<file path="src/rtl/core/assert_macros.svh">
// assertion macros used by the codec top level
`ifndef ASSERT_MACROS_SVH
`define ASSERT_MACROS_SVH

// a condition that must hold at every clock edge out of reset
`define ASSERT_ALWAYS(label, clk, rst_n, expr, msg) \
    label: assert property (@(posedge clk) disable iff (!rst_n) (expr)) else $error(msg);

// an antecedent that forces a consequent in the next cycle
`define ASSERT_NEXT(label, clk, rst_n, ante, cons, msg) \
    label: assert property (@(posedge clk) disable iff (!rst_n) (ante) |=> (cons)) \
        else $error(msg);

`endif

</file>
<file path="src/rtl/core/onkc_pkg.sv">
// types, constants and helpers for the ordered numeric key codec
package onkc_pkg;

    localparam logic [2:0] CMD_INT_TO_KEY    = 3'd0;
    localparam logic [2:0] CMD_KEY_TO_INT    = 3'd1;
    localparam logic [2:0] CMD_DOUBLE_TO_KEY = 3'd2;
    localparam logic [2:0] CMD_KEY_TO_DOUBLE = 3'd3;
    localparam logic [2:0] CMD_FLOAT_TO_KEY  = 3'd4;
    localparam logic [2:0] CMD_KEY_TO_FLOAT  = 3'd5;

    localparam logic [63:0] KEY_BIAS64 = 64'h8000_0000_0000_0000;
    localparam logic [63:0] INT_MAX64  = 64'h7FFF_FFFF_FFFF_FFFF;
    localparam logic [31:0] KEY_BIAS32 = 32'h8000_0000;

    // biased exponent of a value whose top set bit is bit 63
    localparam logic [10:0] EXP_TOP    = 11'd1086;
    // biased exponent of one
    localparam logic [10:0] EXP_ONE    = 11'd1023;

    // one pipeline stage: integer-to-key path, key-to-int path, simple result
    typedef struct packed {
        logic [2:0]  cmd;
        logic        neg;
        logic        mzero;
        logic [5:0]  lz;
        logic [63:0] word;
        logic [63:0] simple;
        logic        kbelow;
        logic        ksat;
        logic        ksmall;
        logic [5:0]  ksh;
        logic [63:0] kword;
    } stage_t;

    // leading zero count by halving, six steps
    function automatic logic [6:0] clz64(input logic [63:0] v);
        logic [63:0] x;
        logic [6:0]  n;
        x = v;
        n = 7'd0;
        if (v == 64'd0)
        begin
            n = 7'd64;
        end
        else
        begin
            if (x[63:32] == 32'd0) begin n = n + 7'd32; x = {x[31:0], 32'd0}; end
            if (x[63:48] == 16'd0) begin n = n + 7'd16; x = {x[47:0], 16'd0}; end
            if (x[63:56] == 8'd0)  begin n = n + 7'd8;  x = {x[55:0], 8'd0};  end
            if (x[63:60] == 4'd0)  begin n = n + 7'd4;  x = {x[59:0], 4'd0};  end
            if (x[63:62] == 2'd0)  begin n = n + 7'd2;  x = {x[61:0], 2'd0};  end
            if (x[63] == 1'b0)     begin n = n + 7'd1;  end
        end
        return n;
    endfunction

endpackage

</file>
<file path="src/rtl/core/ordered_numeric_key_codec.sv">
// top level of the ordered numeric key codec, a four-stage pipeline
//
// Converts between numbers and 64-bit unsigned keys whose unsigned order
// follows numeric order (sign-flip encoding of IEEE 754 patterns). cmd picks
// int64 to key (rounded to a double, nearest even), key to int64 (truncated,
// saturating, zero below one), double to key, key to double, float to key and
// key to float; the float modes use the low 32 bits and return the upper half
// zero, and cmd 6 or 7 returns zero. One word is accepted every cycle while
// in_stall is low. Each word passes through the four register stages in order:
// negate and decode, leading zero count and coarse right shift, normalizing
// left shift and fine right shift, then the 53-bit rounding add or the final
// negate. A stall on the output holds the pipeline in place, and bubbles
// collapse so in_stall rises only when every stage is full.
`include "assert_macros.svh"

module ordered_numeric_key_codec
    import onkc_pkg::*;
(
    input  logic        clk,
    input  logic        rst_n,
    input  logic        in_valid,
    output logic        in_stall,
    input  logic [2:0]  cmd,
    input  logic [63:0] operand_bits,
    output logic        out_valid,
    input  logic        out_stall,
    output logic [63:0] result_bits
);

    // stage valid bits and payload
    logic        v1_reg, v2_reg, v3_reg, v4_reg;
    stage_t      s1_reg, s2_reg, s3_reg;
    stage_t      s1_next, s2_next, s3_next;
    logic [63:0] r4_reg, r4_next;

    // a stage moves when it is empty or the one after it moves
    logic adv4, adv3, adv2, adv1;

    assign adv4 = !v4_reg || !out_stall;
    assign adv3 = !v3_reg || adv4;
    assign adv2 = !v2_reg || adv3;
    assign adv1 = !v1_reg || adv2;

    assign in_stall    = !adv1;
    assign out_valid   = v4_reg;
    assign result_bits = r4_reg;

    // stage 1: magnitude, key decode, the plain bit-flip modes
    logic [62:0] cov;
    logic [10:0] kexp;
    logic [10:0] kshift;

    always_comb
    begin
        s1_next        = '0;
        s1_next.cmd    = cmd;
        s1_next.neg    = operand_bits[63];
        s1_next.word   = operand_bits[63] ? (~operand_bits + 64'd1) : operand_bits;
        s1_next.mzero  = (operand_bits == 64'd0);

        // magnitude field of the key relative to the bias
        cov            = operand_bits[63] ? operand_bits[62:0] : ~operand_bits[62:0];
        kexp           = cov[62:52];
        kshift         = EXP_TOP - kexp;
        s1_next.kbelow = !operand_bits[63];
        s1_next.ksat   = (kexp >= EXP_TOP);
        s1_next.ksmall = (kexp < EXP_ONE);
        s1_next.ksh    = kshift[5:0];
        s1_next.kword  = {1'b1, cov[51:0], 11'd0};

        unique case (cmd)
            CMD_DOUBLE_TO_KEY:
                s1_next.simple = operand_bits[63] ? ~operand_bits
                                                  : (operand_bits ^ KEY_BIAS64);
            CMD_KEY_TO_DOUBLE:
                s1_next.simple = operand_bits[63] ? (operand_bits ^ KEY_BIAS64)
                                                  : ~operand_bits;
            CMD_FLOAT_TO_KEY:
                s1_next.simple = {32'd0, operand_bits[31] ? ~operand_bits[31:0]
                                                          : (operand_bits[31:0] ^ KEY_BIAS32)};
            CMD_KEY_TO_FLOAT:
                s1_next.simple = {32'd0, operand_bits[31] ? (operand_bits[31:0] ^ KEY_BIAS32)
                                                          : ~operand_bits[31:0]};
            default:
                s1_next.simple = 64'd0;
        endcase
    end

    // stage 2: leading zeros of the magnitude, coarse right shift of the key
    logic [6:0] lz_full;

    always_comb
    begin
        s2_next       = s1_reg;
        lz_full       = clz64(s1_reg.word);
        s2_next.lz    = lz_full[5:0];
        s2_next.kword = s1_reg.kword >> {s1_reg.ksh[5:3], 3'b000};
    end

    // stage 3: normalize so the top set bit lands on bit 63, fine right shift
    always_comb
    begin
        s3_next       = s2_reg;
        s3_next.word  = s2_reg.word << s2_reg.lz;
        s3_next.kword = s2_reg.kword >> s2_reg.ksh[2:0];
    end

    // stage 4: round to 53 bits and pack the key, or finish the integer
    logic        round_up;
    logic [53:0] sig;
    logic        sig_ovf;
    logic [10:0] expo;
    logic [51:0] frac;
    logic [62:0] body;
    logic [63:0] int_key;
    logic [63:0] int_val;

    always_comb
    begin
        // round bit is bit 10, sticky below it, lsb bit 11
        round_up = s3_reg.word[10] && ((s3_reg.word[9:0] != 10'd0) || s3_reg.word[11]);
        sig      = {1'b0, s3_reg.word[63:11]} + {53'd0, round_up};
        sig_ovf  = sig[53];
        expo     = EXP_TOP - {5'd0, s3_reg.lz} + {10'd0, sig_ovf};
        frac     = sig_ovf ? 52'd0 : sig[51:0];
        body     = {expo, frac};

        if (s3_reg.mzero)
        begin
            int_key = KEY_BIAS64;
        end
        else if (s3_reg.neg)
        begin
            int_key = {1'b0, ~body};
        end
        else
        begin
            int_key = {1'b1, body};
        end

        if (s3_reg.ksat)
        begin
            int_val = s3_reg.kbelow ? KEY_BIAS64 : INT_MAX64;
        end
        else if (s3_reg.ksmall)
        begin
            int_val = 64'd0;
        end
        else
        begin
            int_val = s3_reg.kbelow ? (~s3_reg.kword + 64'd1) : s3_reg.kword;
        end

        unique case (s3_reg.cmd)
            CMD_INT_TO_KEY: r4_next = int_key;
            CMD_KEY_TO_INT: r4_next = int_val;
            default:        r4_next = s3_reg.simple;
        endcase
    end

    // valid bits
    always_ff @(posedge clk or negedge rst_n)
    begin
        if (!rst_n)
        begin
            v1_reg <= 1'b0;
            v2_reg <= 1'b0;
            v3_reg <= 1'b0;
            v4_reg <= 1'b0;
        end
        else
        begin
            if (adv1) v1_reg <= in_valid;
            if (adv2) v2_reg <= v1_reg;
            if (adv3) v3_reg <= v2_reg;
            if (adv4) v4_reg <= v3_reg;
        end
    end

    // payload, held while the stage does not move
    always_ff @(posedge clk)
    begin
        if (adv1) s1_reg <= s1_next;
        if (adv2) s2_reg <= s2_next;
        if (adv3) s3_reg <= s3_next;
        if (adv4) r4_reg <= r4_next;
    end

    // checks
    `ASSERT_NEXT(a_accept_fills_s1, clk, rst_n, in_valid && !in_stall, v1_reg,
        "accepted word did not reach stage 1")
    `ASSERT_NEXT(a_s2_holds, clk, rst_n, v2_reg && !adv3, v2_reg && $stable(s2_reg),
        "stage 2 changed while blocked")
    `ASSERT_ALWAYS(a_norm_top_bit, clk, rst_n,
        !(v3_reg && (s3_reg.cmd == CMD_INT_TO_KEY) && !s3_reg.mzero) || s3_reg.word[63],
        "normalized magnitude lacks its top bit")

endmodule
</file>
<file path="config.mk">
export PLATFORM = sky130hd
export DESIGN_NAME = ordered_numeric_key_codec
export DESIGN_NICKNAME = d
export VERILOG_FILES = /design/src/rtl/core/onkc_pkg.sv /design/src/rtl/core/ordered_numeric_key_codec.sv
export VERILOG_INCLUDE_DIRS = /design/src /design/src/rtl/core
export SDC_FILE = /design/constraint.sdc
export NUM_CORES = 2
export LEC_CHECK = 0
export ABC_AREA = 1
export BUFFER_PORTS_ARGS = -buffer_cell sky130_fd_sc_hd__buf_2
export CAP_MARGIN = 20
export CORE_ASPECT_RATIO = 1.2
export CORE_MARGIN = 5
export CORE_UTILIZATION = 46
export CTS_BUF_LIST = sky130_fd_sc_hd__clkbuf_4
export DETAILED_ROUTE_END_ITERATION = 16
export MAX_ROUTING_LAYER = met4
export PLACE_DENSITY = 0.62
export SLEW_MARGIN = 0
export SYNTH_ARGS = -nofsm -noshare
export SYNTH_HDL_FRONTEND = slang
export SYNTH_SLANG_ARGS = --single-unit
</file>
<file path="constraint.sdc">
create_clock -name clk -period 43.5 [get_ports clk]
set_input_delay 8.7 -clock clk [delete_from_list [all_inputs] [get_ports clk]]
set_output_delay 8.7 -clock clk [all_outputs]
set_load 0.005 [all_outputs]
</file>
# ---- Word-level counts from Yosys, hierarchy flattened
# Cells that the tools add are included.
dict set report totals {
  reg_bits 677
  inputBits 71
}
dict set report op_classes {
  addsub 11
  magnitude_cmp 2
  eq_ne 5
  n_shift 3
  mux 36
  bitwise_logic 7
  reduce_logical 22
}
# op n
set ops {}
lappend ops {{two-way mux 64 bit} 18}
lappend ops {{case mux 64 bit (4 select lines)} 1}
lappend ops {{adder 64 x 1 -> 64 bit, second input constant} 2}
lappend ops {{logical NOT 64 bit} 2}
lappend ops {{inverter 64 bit} 2}
lappend ops {{case mux 64 bit (2 select lines)} 1}
lappend ops {{two-way mux 63 bit} 2}
lappend ops {{inverter 63 bit} 2}
lappend ops {{two-way mux 6 bit} 11}
lappend ops {{two-way mux 32 bit} 2}
lappend ops {{left shift 64 x 6 -> 64 bit} 1}
lappend ops {{>> shifter 64 x 3 -> 64 bit} 1}
lappend ops {{>> shifter 64 x 6 -> 64 bit} 1}
lappend ops {{adder 53 x 1 -> 54 bit} 1}
lappend ops {{two-way mux 52 bit} 1}
lappend ops {{logical NOT 32 bit} 1}
lappend ops {{inverter 32 bit} 1}
lappend ops {{logical NOT 16 bit} 1}
lappend ops {{adder 11 x 1 -> 11 bit} 1}
lappend ops {{greater-or-equal comparator 11 bit, second input constant} 1}
lappend ops {{< comparator 11 x 10 -> 1 bit, second input constant} 1}
lappend ops {{subtractor 11 x 6 -> 11 bit, first input constant} 1}
lappend ops {{nonzero test 10 bit} 1}
lappend ops {{logical NOT 8 bit} 1}
lappend ops {{16 further kinds} 29}

# ---- Logic depth before layout (Yosys ltp)
dict set report depth {
  word_depth 17
  mapped_depth 22
  depth_no_buf 21
}

# ---- Worst setup path before layout
# OpenSTA, ideal clock, no wires.
dict set report synth_timing {
  path_type {input -> output}
  startpoint {input port out_stall}
  endpoint {output port in_stall}
  arrival_ns 18.788
  slack_ns 16.012
  path_stages 6
  path_buffers 0
  path_cell_list {nand2_1 nor2_1 inv_1 nor2_1 inv_1 nor2_1}
}
dict set report synth_via {
  elab_chain_len 6
}
# element line_no
set synth_rtl {}
lappend synth_rtl {{start: declaration} ordered_numeric_key_codec.sv:26} ;# input logic out_stall,
lappend synth_rtl {{logical NOT 1 bit} ordered_numeric_key_codec.sv:39} ;# assign adv4 = !v4_reg || !out_stall;
lappend synth_rtl {{logical OR 1 bit} ordered_numeric_key_codec.sv:39}
lappend synth_rtl {{logical OR 1 bit} ordered_numeric_key_codec.sv:40} ;# assign adv3 = !v3_reg || adv4;
lappend synth_rtl {{via adv3} ordered_numeric_key_codec.sv:37} ;# logic adv4, adv3, adv2, adv1;
lappend synth_rtl {{logical OR 1 bit} ordered_numeric_key_codec.sv:41} ;# assign adv2 = !v2_reg || adv3;
lappend synth_rtl {{via adv2} ordered_numeric_key_codec.sv:37}
lappend synth_rtl {{logical OR 1 bit} ordered_numeric_key_codec.sv:42} ;# assign adv1 = !v1_reg || adv2;
lappend synth_rtl {{logical NOT 1 bit} ordered_numeric_key_codec.sv:44} ;# assign in_stall = !adv1;
lappend synth_rtl {{end: declaration} ordered_numeric_key_codec.sv:22} ;# output logic in_stall,
# The timed path passes the listed nets, and every way through them passes these cells.

# ---- Final worst setup path
dict set report layout_timing {
  startpoint {input port out_stall}
  endpoint {output port in_stall}
}
dict set report layout_via {
  elab_chain_len 6
}
# element line_no
set layout_rtl {}
lappend layout_rtl {{logical NOT 1 bit} ordered_numeric_key_codec.sv:39}
lappend layout_rtl {{logical OR 1 bit} ordered_numeric_key_codec.sv:39}
lappend layout_rtl {{via adv4} ordered_numeric_key_codec.sv:37}
lappend layout_rtl {{logical OR 1 bit} ordered_numeric_key_codec.sv:40}
lappend layout_rtl {{via adv3} ordered_numeric_key_codec.sv:37}
lappend layout_rtl {{logical OR 1 bit} ordered_numeric_key_codec.sv:41}
lappend layout_rtl {{via adv2} ordered_numeric_key_codec.sv:37}
lappend layout_rtl {{logical OR 1 bit} ordered_numeric_key_codec.sv:42}
lappend layout_rtl {{logical NOT 1 bit} ordered_numeric_key_codec.sv:44}
# The timed path passes the listed nets, and every way through them passes these cells.

==> results.toml <==
[status]
status = "completed"

[hold_path]
min_path_type = "reg -> reg"

[worst_setup_path]
worstPathRequired_ns = 34.80
cp_max_fo = 129
cp-start-kind = "input port"
end_kind = "output port"
crit_arrival_ns = 11.69
path_class = "in -> out"

[sta]
finalSetupViolations = 0
tightest_slew_ns = 1.08
fmax_mhz = 49.0
rsz0062_at_grt = "false"
finalCritPeriodShare_pct = 46.9
final-hold-violation-count = 0
fin_crit_ns = 20.39
fin_skew_ns = 0.100
slew_violations = 0
final.setup.tns_ns = 0
max_slew_margin_pct = 28.2

[floorplanning]
start_util_pct = 46.5
core-area_mm2 = 0.0807
fp.dieArea_mm2 = 0.0874
die_y_um = 323
ios = 137
die_x_um = 271
num_rows = 114

[cells_and_area]
fillers = 7719
final_cell_mix = "nand2_1 (1017), edfxtp_1 (673), o21ai_0 (463), nor2_1 (326), inv_1 (296)"
largest_reg_flops = 209
final_common_cell = "nand2_1"
final_util_pct = 51.0
nNetsFinal = 4344
syn2layout_area_growth_pct = 9.76
layout-drive-gt1-share_pct = 12.1

[synthesis]
ys_types = 62
muxShareOfSynthArea_pct = 1.57
synth_area_mm2 = 0.0375
synthXorXnorAreaFrac_pct = 5.49
synth.area.top_cells = "edfxtp_1 (54%), nand2_1 (10%), o21ai_0 (6.2%), nand3_1 (3.8%), nor2_1 (3.3%)"
synth_top_area_share_pct = 53.9
yosysWarnings = 0
synth-compound-area-share_pct = 11.3
syn_nets = 4231
synthSimpleGateAreaFrac_pct = 21.5
ys.flop_type = "edfxtp_1"
ys_async_sr_fraction_pct = 0.591
syn-instance-count = 4151
synthAdderAreaFrac_pct = 0.300
ys_seq_area_share_pct = 54.2
avgSynthCellArea_um2 = 9.03
synth-edff-count = 673
synth_top_family_by_area = "simple AND/OR/NAND/NOR gates"
yosysTopAreaCell = "edfxtp_1"
synth-seq-cells = 677

[route]
wirelength_mm = 118
drc = 0
ant_nets = 0
firstDrtPassIters = 5
via_per_inst = 5.58
drt-initial-drc-count = 3233
num_vias = 30400
wl_per_cell_um = 21.7

[grt]
grt_start_max_net_pins = 130
met3_usage_pct = 3.80
grt_util_all_layers_pct = 27.4
met2_usage_pct = 38.9
antenna_found_initial = 7
grt_pass1_wl_mm = 175
gr-total-overflow = 0
grt.met1_usage_pct = 38.4
grt_pass1_vias = 28000
grt_most_used_layer = "met2"

[placed_design]
hpwl_mm = 89.7
gp_congestion = 0.994
io_buffers = 136

[power_and_ir_drop]
p_per_area_mw_per_mm2 = 52.5
vdd_drop_max_v = 0.0000286
leakage_nw = 16.7

[cts]
root_buffer = "clkbuf_4"
cts_tree = "yes"
clock_path_buffers = 3
cts_resized = 0
cts_hold_buf = 0
post_cts_buffers = 0
clk_latency_ns = 1.04
cts.htree.levels = 4
clk_pin_slew_ns = 0.06
cts_made_buffers = 168
cts.sink_count = 677

[job]
maxCapViolations = 0
[final cells by class]
type	count	area, um^2	share of cell area, %
clock inverter	70	443	1.08
multi-input combinational	2915	15100	36.6
timing repair buffer	178	1020	2.49
sequential	677	20300	49.3
antenna	3	7.51	0.0182
tap	1044	1310	3.17
inverter	324	1240	3.01
clock buffer	234	1760	4.27
[kinds of logic (layout without fill, tap and decap cells)]
family,Yosys count,in the layout
other,0,3
buffers and inverters,559,806
AND/OR/NAND/NOR,1862,1862
XOR/XNOR,235,235
adder cells (fa/ha/maj),9,9
multiplexers,59,59
AO/OA/AOI/OAI,750,750
flip-flops,677,677
[through the flow]
| stage | setup WS (ns) | area (um^2) | hold slack, ns | total power, mW | cells |
|---|---|---|---|---|---|
| 2_1_floorplan | 16.01 | 37500 | 0.400 | 1.38 | 4151 |
| 3_3_place_gp | 22.94 | 38900 | 0.403 | 1.62 | 5135 |
| 3_5_place_dp | 22.96 | 38900 | 0.405 | 1.62 | 5135 |
| 4_1_cts | 22.96 | 41100 | 0.406 | 2.16 | 5439 |
| 5_1_grt | 22.79 | 41200 | 0.414 | 2.29 | 5445 |
| 6_report | 23.11 | 41200 | 0.409 | 2.16 | 5445 |
[per-layer routing]
metal,wire [um],vias to the layer above,share of wire (%)
met5,0,-,0
met4,6510,0,5.5
met3,8300,270,7.0
met2,50900,1305,43
met1,52400,14200,44
li1,-,14700,-
[where the power goes]
group          total, mW  switching, mW  internal [mW]
registers           1.02          0.118          0.905
logic              0.601          0.423          0.178
clock network      0.537          0.256          0.281
total               2.16          0.797           1.36
[worst paths after layout]
path                                        endpoint  depth (start not counted)                startpoint  slack, ns
worst min register to register  s2_reg[86]$_DFFE_PP_                          0  s1_reg[86]$_SDFFCE_PN0N_       0.41
max in group asynchronous         v3_reg$_DFFE_PN0P_                          1                     rst_n      35.81
worst max-delay path                        in_stall                          9                 out_stall      23.11
min in group asynchronous         v1_reg$_DFFE_PN0N_                          1                     rst_n       7.55
worst max register to register  s1_reg[49]$_DFFE_PN_                          9     out_valid$_DFFE_PN0P_      38.35
worst min-delay path            s2_reg[86]$_DFFE_PP_                          0  s1_reg[86]$_SDFFCE_PN0N_       0.41
[synthesized netlist by cell type, types with 25 or more instances]
| library cell | number |
|---|---|
| a21oi_1 | 89 |
| xor2_1 | 118 |
| nand2_1 | 1018 |
| buf_1 | 47 |
| clkbuf_1 | 179 |
| xnor2_1 | 117 |
| o211ai_1 | 56 |
| mux2i_1 | 59 |
| edfxtp_1 | 673 |
| inv_1 | 302 |
| a22oi_1 | 25 |
| nor2_1 | 328 |
| nor4_1 | 41 |
| nand3_1 | 284 |
| o21ai_0 | 463 |
| nand4_1 | 32 |
| o221ai_1 | 37 |
| nor3_1 | 72 |
[worst max-delay path: stages]
cell	delay, ns
buf_2	0.11
nand2_2	0.04
buf_4	0.59
nor2_1	0.24
inv_8	0.59
nor2_1	0.24
inv_8	0.59
nor2_1	0.27
buf_2	0.21
Note: power is estimated with default switching activity, not from simulation.
